<file path="src/hw/rtl/sle_pkg.sv">
// Shared types and constants for the sequential list engine.
`default_nettype none

package sle_pkg;

  localparam int DEF_CAPACITY  = 8;
  localparam int DEF_NUM_LISTS = 2;

  localparam int CMD_W       = 3;
  localparam int LIST_ID_W   = 1;
  localparam int POS_W       = 4;
  localparam int VALUE_W     = 32;
  localparam int STATUS_W    = 2;
  localparam int COUNT_W     = 4;
  localparam int MASK_W      = 8;
  localparam int IN_TUSER_W  = CMD_W + LIST_ID_W;
  localparam int IN_TDATA_W  = 40;
  localparam int OUT_TDATA_W = 48;

  typedef enum logic [CMD_W-1:0] {
    CMD_INS_HEAD = 3'd0,
    CMD_INS_AT   = 3'd1,
    CMD_INS_TAIL = 3'd2,
    CMD_REM_HEAD = 3'd3,
    CMD_REM_AT   = 3'd4,
    CMD_REM_TAIL = 3'd5,
    CMD_FIND     = 3'd6,
    CMD_CLEAR    = 3'd7
  } cmd_t;

  typedef enum logic [STATUS_W-1:0] {
    ST_OK     = 2'd0,
    ST_FULL   = 2'd1,
    ST_EMPTY  = 2'd2,
    ST_BADPOS = 2'd3
  } status_t;

  // Per-cycle action broadcast to every cell of the chain.
  typedef struct packed {
    logic ins;
    logic rem;
  } cell_ctl_t;

endpackage

`default_nettype wire

</file>
<file path="src/hw/rtl/sequential_list_engine.sv">
// Top level: command decode, list counts, chain of list cells and result register.
// The result is registered and shows on out_tvalid in the cycle after the input transfer.
// Throughput: one command per cycle unless stalled; all entries move in one chain shift.
// Input is taken whenever the result register is empty or being drained.
// Reset (rst_n low, synchronous) empties all lists and drops any pending result;
// entry storage is not cleared and is read only below each list's count.
`default_nettype none

module sequential_list_engine #(
  parameter int CAPACITY  = sle_pkg::DEF_CAPACITY,
  parameter int NUM_LISTS = sle_pkg::DEF_NUM_LISTS
) (
  input  wire logic                             clk,
  input  wire logic                             rst_n,
  input  wire logic                             in_tvalid,
  output logic                                  in_tready,
  // [3:0] position, [35:4] value, [39:36] zero
  input  wire logic [sle_pkg::IN_TDATA_W-1:0]   in_tdata,
  // [2:0] command, [3] list_id
  input  wire logic [sle_pkg::IN_TUSER_W-1:0]   in_tuser,
  output logic                                  out_tvalid,
  input  wire logic                             out_tready,
  // [1:0] status, [33:2] value_out, [37:34] count, [38] found,
  // [46:39] match_mask, [47] zero
  output logic      [sle_pkg::OUT_TDATA_W-1:0]  out_tdata
);

  localparam int PW   = $clog2(CAPACITY + 1);
  localparam int IW   = $clog2(CAPACITY);
  localparam int SW   = (NUM_LISTS > 1) ? $clog2(NUM_LISTS) : 1;
  localparam int CMPW = (PW > sle_pkg::POS_W) ? PW : sle_pkg::POS_W;
  localparam int MW   = (CAPACITY < sle_pkg::MASK_W) ? CAPACITY : sle_pkg::MASK_W;
  localparam logic [CMPW-1:0] CAP_C = CMPW'(CAPACITY);

  // input fields
  sle_pkg::cmd_t                cmd;
  logic [sle_pkg::LIST_ID_W-1:0] list_id;
  logic [sle_pkg::POS_W-1:0]    pos;
  logic [sle_pkg::VALUE_W-1:0]  value;

  assign cmd     = sle_pkg::cmd_t'(in_tuser[sle_pkg::CMD_W-1:0]);
  assign list_id = in_tuser[sle_pkg::CMD_W +: sle_pkg::LIST_ID_W];
  assign pos     = in_tdata[sle_pkg::POS_W-1:0];
  assign value   = in_tdata[sle_pkg::POS_W +: sle_pkg::VALUE_W];

  logic in_xfer;
  logic out_valid_r;
  logic [sle_pkg::OUT_TDATA_W-1:0] out_tdata_r;

  assign in_tready = !out_valid_r || out_tready;
  assign in_xfer   = in_tvalid && in_tready;

  logic [SW-1:0] sel;
  assign sel = (NUM_LISTS > 1) ? SW'(list_id) : '0;

  logic [PW-1:0] counts_r   [NUM_LISTS];
  logic [PW-1:0] n;
  logic [CMPW-1:0] n_c, pos_c, at_c, n_new_c;
  assign n     = counts_r[sel];
  assign n_c   = CMPW'(n);
  assign pos_c = CMPW'(pos);

  // decode
  logic is_ins, is_rem, is_find, is_clr;
  logic ins_ok, rem_ok;
  sle_pkg::status_t status;

  always_comb begin
    is_ins  = 1'b0;
    is_rem  = 1'b0;
    is_find = 1'b0;
    is_clr  = 1'b0;
    at_c    = pos_c;
    unique case (cmd)
      sle_pkg::CMD_INS_HEAD: begin
        is_ins = 1'b1;
        at_c   = '0;
      end
      sle_pkg::CMD_INS_AT: is_ins = 1'b1;
      sle_pkg::CMD_INS_TAIL: begin
        is_ins = 1'b1;
        at_c   = n_c;
      end
      sle_pkg::CMD_REM_HEAD: begin
        is_rem = 1'b1;
        at_c   = '0;
      end
      sle_pkg::CMD_REM_AT: is_rem = 1'b1;
      sle_pkg::CMD_REM_TAIL: begin
        is_rem = 1'b1;
        at_c   = n_c - CMPW'(1);
      end
      sle_pkg::CMD_FIND:  is_find = 1'b1;
      sle_pkg::CMD_CLEAR: is_clr  = 1'b1;
      default: is_clr = 1'b1;
    endcase
  end

  always_comb begin
    status = sle_pkg::ST_OK;
    ins_ok = 1'b0;
    rem_ok = 1'b0;
    if (is_ins) begin
      if (n_c >= CAP_C) begin
        status = sle_pkg::ST_FULL;
      end else if (at_c > n_c) begin
        status = sle_pkg::ST_BADPOS;
      end else begin
        ins_ok = 1'b1;
      end
    end else if (is_rem) begin
      if (n_c == '0) begin
        status = sle_pkg::ST_EMPTY;
      end else if (at_c >= n_c) begin
        status = sle_pkg::ST_BADPOS;
      end else begin
        rem_ok = 1'b1;
      end
    end else if (is_find) begin
      if (n_c == '0) begin
        status = sle_pkg::ST_EMPTY;
      end
    end
  end

  always_comb begin
    n_new_c = n_c;
    if (is_clr) begin
      n_new_c = '0;
    end else if (ins_ok) begin
      n_new_c = n_c + CMPW'(1);
    end else if (rem_ok) begin
      n_new_c = n_c - CMPW'(1);
    end
  end

  // cell chain
  sle_pkg::cell_ctl_t           ctl;
  logic [sle_pkg::VALUE_W-1:0]  cell_word [CAPACITY];
  logic [CAPACITY-1:0]          hit;

  assign ctl.ins = in_xfer && ins_ok;
  assign ctl.rem = in_xfer && rem_ok;

  for (genvar i = 0; i < CAPACITY; i++) begin : g_cell
    logic [sle_pkg::VALUE_W-1:0] left_w, right_w;
    if (i == 0) begin : g_first
      assign left_w = value;
    end else begin : g_mid_l
      assign left_w = cell_word[i-1];
    end
    if (i == CAPACITY - 1) begin : g_last
      assign right_w = value;
    end else begin : g_mid_r
      assign right_w = cell_word[i+1];
    end

    sle_cell #(
      .CELL_IDX  (i),
      .NUM_LISTS (NUM_LISTS),
      .PW        (PW),
      .SW        (SW)
    ) u_cell (
      .clk        (clk),
      .ctl        (ctl),
      .sel        (sel),
      .at         (at_c[PW-1:0]),
      .n          (n),
      .value      (value),
      .left_word  (left_w),
      .right_word (right_w),
      .word       (cell_word[i]),
      .hit        (hit[i])
    );
  end

  // result fields
  logic [sle_pkg::VALUE_W-1:0] value_out;
  logic                        found;
  logic [sle_pkg::MASK_W-1:0]  mask;

  always_comb begin
    if (rem_ok) begin
      value_out = cell_word[at_c[IW-1:0]];
    end else if (n_new_c == '0) begin
      value_out = '0;
    end else if (ins_ok && at_c == '0) begin
      value_out = value;
    end else begin
      value_out = cell_word[0];
    end
  end

  assign found = is_find && (|hit);
  assign mask  = is_find ? sle_pkg::MASK_W'(hit[MW-1:0]) : '0;

  // list counts
  always_ff @(posedge clk) begin
    if (!rst_n) begin
      for (int l = 0; l < NUM_LISTS; l++) begin
        counts_r[l] <= '0;
      end
    end else if (in_xfer) begin
      counts_r[sel] <= n_new_c[PW-1:0];
    end
  end

  // result register
  always_ff @(posedge clk) begin
    if (!rst_n) begin
      out_valid_r <= 1'b0;
    end else if (in_xfer) begin
      out_valid_r <= 1'b1;
    end else if (out_tready) begin
      out_valid_r <= 1'b0;
    end
  end

  always_ff @(posedge clk) begin
    if (in_xfer) begin
      out_tdata_r <= {1'b0, mask, found, n_new_c[sle_pkg::COUNT_W-1:0], value_out, status};
    end
  end

  assign out_tvalid = out_valid_r;
  assign out_tdata  = out_tdata_r;

  // checks
  a_count_bound: assert property (@(posedge clk) disable iff (!rst_n)
    n_c <= CAP_C)
    else $error("list count above capacity");

  a_clear_zero: assert property (@(posedge clk) disable iff (!rst_n)
    (in_xfer && cmd == sle_pkg::CMD_CLEAR) |=> (out_tdata[37:34] == '0))
    else $error("clear did not empty the list");

  a_full_count: assert property (@(posedge clk) disable iff (!rst_n)
    (out_tvalid && out_tdata[1:0] == sle_pkg::ST_FULL) |->
      (out_tdata[37:34] == CAP_C[sle_pkg::COUNT_W-1:0]))
    else $error("full status with count below capacity");

  a_empty_result: assert property (@(posedge clk) disable iff (!rst_n)
    (out_tvalid && out_tdata[1:0] == sle_pkg::ST_EMPTY) |->
      (out_tdata[46:38] == '0 && out_tdata[33:2] == '0))
    else $error("empty status with data or matches");

endmodule

`default_nettype wire

</file>
<file path="src/hw/rtl/sle_cell.sv">
// One list position: holds that entry of every list and shifts with its neighbors.
`default_nettype none

module sle_cell #(
  parameter int CELL_IDX  = 0,
  parameter int NUM_LISTS = sle_pkg::DEF_NUM_LISTS,
  parameter int PW        = 4,
  parameter int SW        = 1
) (
  input  wire logic                         clk,
  input  wire sle_pkg::cell_ctl_t           ctl,
  input  wire logic [SW-1:0]                sel,
  input  wire logic [PW-1:0]                at,
  input  wire logic [PW-1:0]                n,
  input  wire logic [sle_pkg::VALUE_W-1:0]  value,
  input  wire logic [sle_pkg::VALUE_W-1:0]  left_word,
  input  wire logic [sle_pkg::VALUE_W-1:0]  right_word,
  output logic      [sle_pkg::VALUE_W-1:0]  word,
  output logic                              hit
);

  localparam logic [PW-1:0] IDX    = PW'(CELL_IDX);
  localparam logic [PW-1:0] IDX_P1 = PW'(CELL_IDX + 1);

  logic [sle_pkg::VALUE_W-1:0] word_r   [NUM_LISTS];
  logic [sle_pkg::VALUE_W-1:0] word_nxt [NUM_LISTS];

  always_comb begin
    for (int l = 0; l < NUM_LISTS; l++) begin
      word_nxt[l] = word_r[l];
      if (SW'(l) == sel) begin
        if (ctl.ins) begin
          if (IDX == at) begin
            word_nxt[l] = value;
          end else if (IDX > at && IDX <= n) begin
            word_nxt[l] = left_word;
          end
        end else if (ctl.rem) begin
          // pull the upper neighbor down over the removed slot
          if (IDX >= at && IDX_P1 < n) begin
            word_nxt[l] = right_word;
          end
        end
      end
    end
  end

  always_ff @(posedge clk) begin
    for (int l = 0; l < NUM_LISTS; l++) begin
      word_r[l] <= word_nxt[l];
    end
  end

  assign word = word_r[sel];
  assign hit  = (word == value) && (IDX < n);

endmodule

`default_nettype wire
</file>
<file path="config.mk">
export PLATFORM = sky130hd
export DESIGN_NAME = sequential_list_engine
export DESIGN_NICKNAME = d
export VERILOG_FILES = /design/src/hw/rtl/sle_pkg.sv /design/src/hw/rtl/sequential_list_engine.sv /design/src/hw/rtl/sle_cell.sv
export SDC_FILE = /design/constraint.sdc
export NUM_CORES = 1
export LEC_CHECK = 0
export ABC_AREA = 1
export BUFFER_PORTS_ARGS = -buffer_cell sky130_fd_sc_hd__buf_2
export CAP_MARGIN = 20
export CORE_MARGIN = 4
export CORE_UTILIZATION = 35
export CTS_CLUSTER_SIZE = 30
export DETAILED_ROUTE_END_ITERATION = 8
export RECOVER_POWER = 100
export SYNTH_ARGS = -nofsm -noshare
export SYNTH_HDL_FRONTEND = slang
export SYNTH_HIERARCHICAL = 1
export SYNTH_SLANG_ARGS = --single-unit
</file>
<file path="constraint.sdc">
create_clock -name clk -period 19.23 [get_ports clk]
set_input_delay 3.846 -clock clk [delete_from_list [all_inputs] [get_ports clk]]
set_output_delay 3.846 -clock clk [all_outputs]
set_load 0.02 [all_outputs]
</file>
==> flow_metrics.env <==
export IMPL_post_cts_resize_count=0
export IMPL_wl_per_cell_um=20.7
export IMPL_pwr_share_seq=0.424
export IMPL_ys_flop_type="edfxtp_1"
export IMPL_vias_per_cell=5.30
export IMPL_finalSetupTns_ps=0
export IMPL_leakagePower_nw=16.6
export IMPL_r2r_start="counts_r[1][1]$_SDFFCE_PN0P_"
export IMPL_worst_setup_path_start_kind="input port"
export IMPL_max_clock_freq_mhz=70.3
export IMPL_max_cap_violations=10
export IMPL_path_clk_slew_ps=50
export IMPL_multi_input_area_um2=15900
export IMPL_cts_tree="done"
export IMPL_fin_cells=6121
export IMPL_antenna_found_initial=10
export IMPL_power_switching_mw=1.04
export IMPL_syn_nets=4771
export IMPL_yosysSeqAreaShare=0.478
export IMPL_synth_distinct_cells=50
export IMPL_die_area_um2=107000
export IMPL_cts_num_sinks=568
export IMPL_ant_nets=0
export IMPL_slew_violations=427
export IMPL_finalNetCount=4765
export IMPL_worstSetupEndpointType="flip-flop"
export IMPL_fp_dieH_um=327
export IMPL_drc_errors=0
export IMPL_layout_drive_gt1_share=0.0800
export IMPL_syn_avg_cell_area_um2=7.56
export IMPL_ff_latch_area_um2=17000
export IMPL_worst_ep_arrival_time_ps=14440
export IMPL_holdCritPathClass="reg2reg"
export IMPL_worstHoldPathCells=2
export IMPL_start_util=0.355
export IMPL_fillers=10316
export IMPL_cts_root_buffer="clkbuf_16"
export IMPL_vias=32452
export IMPL_pin_count=98
export IMPL_share_comb_of_total_power=0.197
export IMPL_syn_inst=4717
export IMPL_grt_pass1_vias=28880
export IMPL_post_cts_setup_buffers=0
export IMPL_intPower_mw=2.37
export IMPL_drt_total_wl_mm=126
export IMPL_rows=116
export IMPL_async_flop_share=0
export IMPL_place_congestion=0.918
export IMPL_cp_slowest_cell="clkbuf_1"
export IMPL_period_share=0.739
export IMPL_violations="capacitance limit, slew limit"
export IMPL_syn_area_um2=35700
export IMPL_reg2reg_slack_ps=10680
export IMPL_finalSetupViolCount=0
export IMPL_skew_ps=20.6
export IMPL_hold_path_startpoint="out_tvalid$_SDFFE_PN0P_"
export IMPL_crit_fanout=72
export IMPL_die_w_um=327
export IMPL_cts_htree_levels=3
export IMPL_worst_r2r_path_depth=25
export IMPL_ys_warnings_count=6
export IMPL_vdd_drop_max_mv=0.0549
export IMPL_hold_path_endpoint="out_tvalid$_SDFFE_PN0P_"
export IMPL_swShare=0.306
export IMPL_finalCriticalPeriod_ps=14220
export IMPL_hold_violations=0
export IMPL_worst_pin_slew_ps=3990
export IMPL_path_class="in2reg"
export IMPL_drt_iter0_drc=4096
export IMPL_required_ps=19450
export IMPL_path_common_cell="nand2_1"
export IMPL_clk_insertion_delay_late_ps=620
export IMPL_cpPeakStageDelay_ps=2750
export IMPL_synth_edf_count=567
export IMPL_grt_overflow=0
export IMPL_pwr_density_cell_nw_per_um2=86.8
export IMPL_core_area_um2=101000
export IMPL_io_buffers=92
export IMPL_dp_cells=5991
export IMPL_grt_pass1_wl_mm=187
export IMPL_drt_pass1_iter_count=8
export IMPL_ys_seq_elements=568
export IMPL_cts_hold_buffers=0
export IMPL_numCtsBuffers=70
export IMPL_area_growth_pct=10.1
export IMPL_dp_hpwl_mm=88.4
export IMPL_clk_path_buf_depth=3
export IMPL_clkPwrFrac=0.379
export IMPL_outcome="complete, but fails checks"
export IMPL_grt_max_degree=164
export IMPL_r2r_end="g_cell[3].u_cell/word_r[0][10]$_DFFE_PP_"
export IMPL_grt_usage=0.229
export IMPL_rsz0062_at_grt="no"
export IMPL_relSlewSlack=-1.66
worst max-delay path, delay by kind of cell:
family                     cells  cell delay (ps)
buffers and inverters          6             6440
and+or+nand+nor               16             3080
adders and majority gates      2              860
AOI/OAI and AO/OA              1              130
logic make-up after synthesis:
logic type               Yosys count  share of synthesized area
AO/OA/AOI/OAI                    739                      0.116
adder cells (fa/ha/maj)            6                    0.00210
buffers and inverters            620                     0.0790
AND/OR/NAND/NOR                 2737                      0.314
other                              1                   0.000105
flip-flops                       568                      0.478
XOR/XNOR                          46                     0.0113
cells in the mapped netlist, types with 3 or more instances:
cell type | count | area (um2)
clkbuf_1 | 91 | 342
inv_6 | 4 | 35.0
nand2_1 | 1629 | 6110
buf_2 | 59 | 295
nand2_4 | 4 | 45.0
xor2_1 | 8 | 70.1
clkinv_1 | 5 | 18.8
a21oi_1 | 338 | 1690
o21ai_1 | 49 | 245
buf_6 | 36 | 405
o21ai_0 | 184 | 921
inv_2 | 7 | 26.3
inv_4 | 3 | 18.8
xnor2_1 | 38 | 333
nor2_1 | 607 | 2280
a31oi_1 | 33 | 206
nor3_1 | 11 | 55.1
nand3_1 | 302 | 1510
o21ai_2 | 18 | 158
ha_1 | 6 | 75.1
nand2_2 | 107 | 669
nand4_1 | 6 | 37.5
buf_4 | 21 | 158
or2_2 | 36 | 225
inv_1 | 373 | 1400
edfxtp_1 | 567 | 17000
buf_1 | 18 | 67.6
o211ai_1 | 102 | 766
nand3b_1 | 27 | 203
cell type report:
type	instances	area share
antenna	1	0.0000637
clock buffer	80	0.0461
clock inverter	44	0.00978
inverter	392	0.0382
multi-input combinational	3529	0.405
sequential	568	0.434
tap	1357	0.0432
timing repair buffer	150	0.0231
per-stage QoR:
| stage | power (mW) | hold WS [ps] | setup WS [ps] | util | cell area [um2] |
|---|---|---|---|---|---|
| after detailed placement | 2.13 | 518 | 8330 | 0.369 | 37100 |
| after global routing | 3.54 | 594 | 4330 | 0.390 | 39300 |
| after global placement | 2.12 | 503 | 8350 | 0.368 | 37100 |
| after CTS | 3.42 | 529 | 8990 | 0.391 | 39300 |
| after floorplan | 1.89 | 679 | 9140 | - | 35700 |
| final | 3.41 | 528 | 5010 | 0.390 | 39300 |
flip-flops by register name, indices dropped and copies added, names as in the netlist:
name,flops
g_cell.u_cell/word_r,512
out_tdata,47
counts_r,8
out_tvalid,1
power by group through the flow:
stage	Clock, mW	Sequential, mW	Combinational [mW]
2_1_floorplan	0	1.49	0.405
3_3_place_gp	0	1.47	0.647
3_5_place_dp	0	1.47	0.657
4_1_cts	1.31	1.45	0.659
5_1_grt	1.36	1.45	0.729
6_report	1.29	1.45	0.672
metal layers:
metal  GRT usage  part of all wire  up-vias
li1            -                 -    15548
met4      0.0872             0.044        0
met3      0.0338             0.098      233
met1       0.327              0.42    14986
met5           0                 0        -
met2       0.350              0.43     1685
how the worst max path moves through the flow:
stage | start | end | slack [ps] | cells past startpoint
after floorplan | in_tuser[3] | g_cell[6].u_cell/word_r[0][0]$_DFFE_PP_ | 9140 | 23
after global placement | in_tuser[3] | g_cell[3].u_cell/word_r[0][4]$_DFFE_PP_ | 8350 | 26
after detailed placement | in_tuser[3] | g_cell[3].u_cell/word_r[0][4]$_DFFE_PP_ | 8330 | 26
after CTS | in_tuser[3] | g_cell[3].u_cell/word_r[0][10]$_DFFE_PP_ | 8990 | 26
after global routing | in_tuser[3] | g_cell[3].u_cell/word_r[0][10]$_DFFE_PP_ | 4330 | 26
final | in_tuser[3] | g_cell[3].u_cell/word_r[0][10]$_DFFE_PP_ | 5010 | 25
placed cells by master, fill, tap and decap left out, types with 7 or more instances in the layout:
cell / instances
bufinv_16: 7
clkinv_1: 27
xnor2_1: 38
nor2_4: 7
clkinv_2: 12
nand2_1: 1630
clkbuf_1: 69
buf_4: 41
o21ai_1: 17
nor2_1: 601
inv_1: 373
a21oi_1: 334
nand3_1: 302
nand2_2: 105
o211ai_1: 102
nand3b_1: 27
clkbuf_16: 71
buf_2: 42
o21ai_2: 17
o21ai_0: 217
edfxtp_1: 567
or2_2: 36
xor2_1: 8
a31oi_1: 33
No activity file was read; power rests on OpenSTA's default activity.
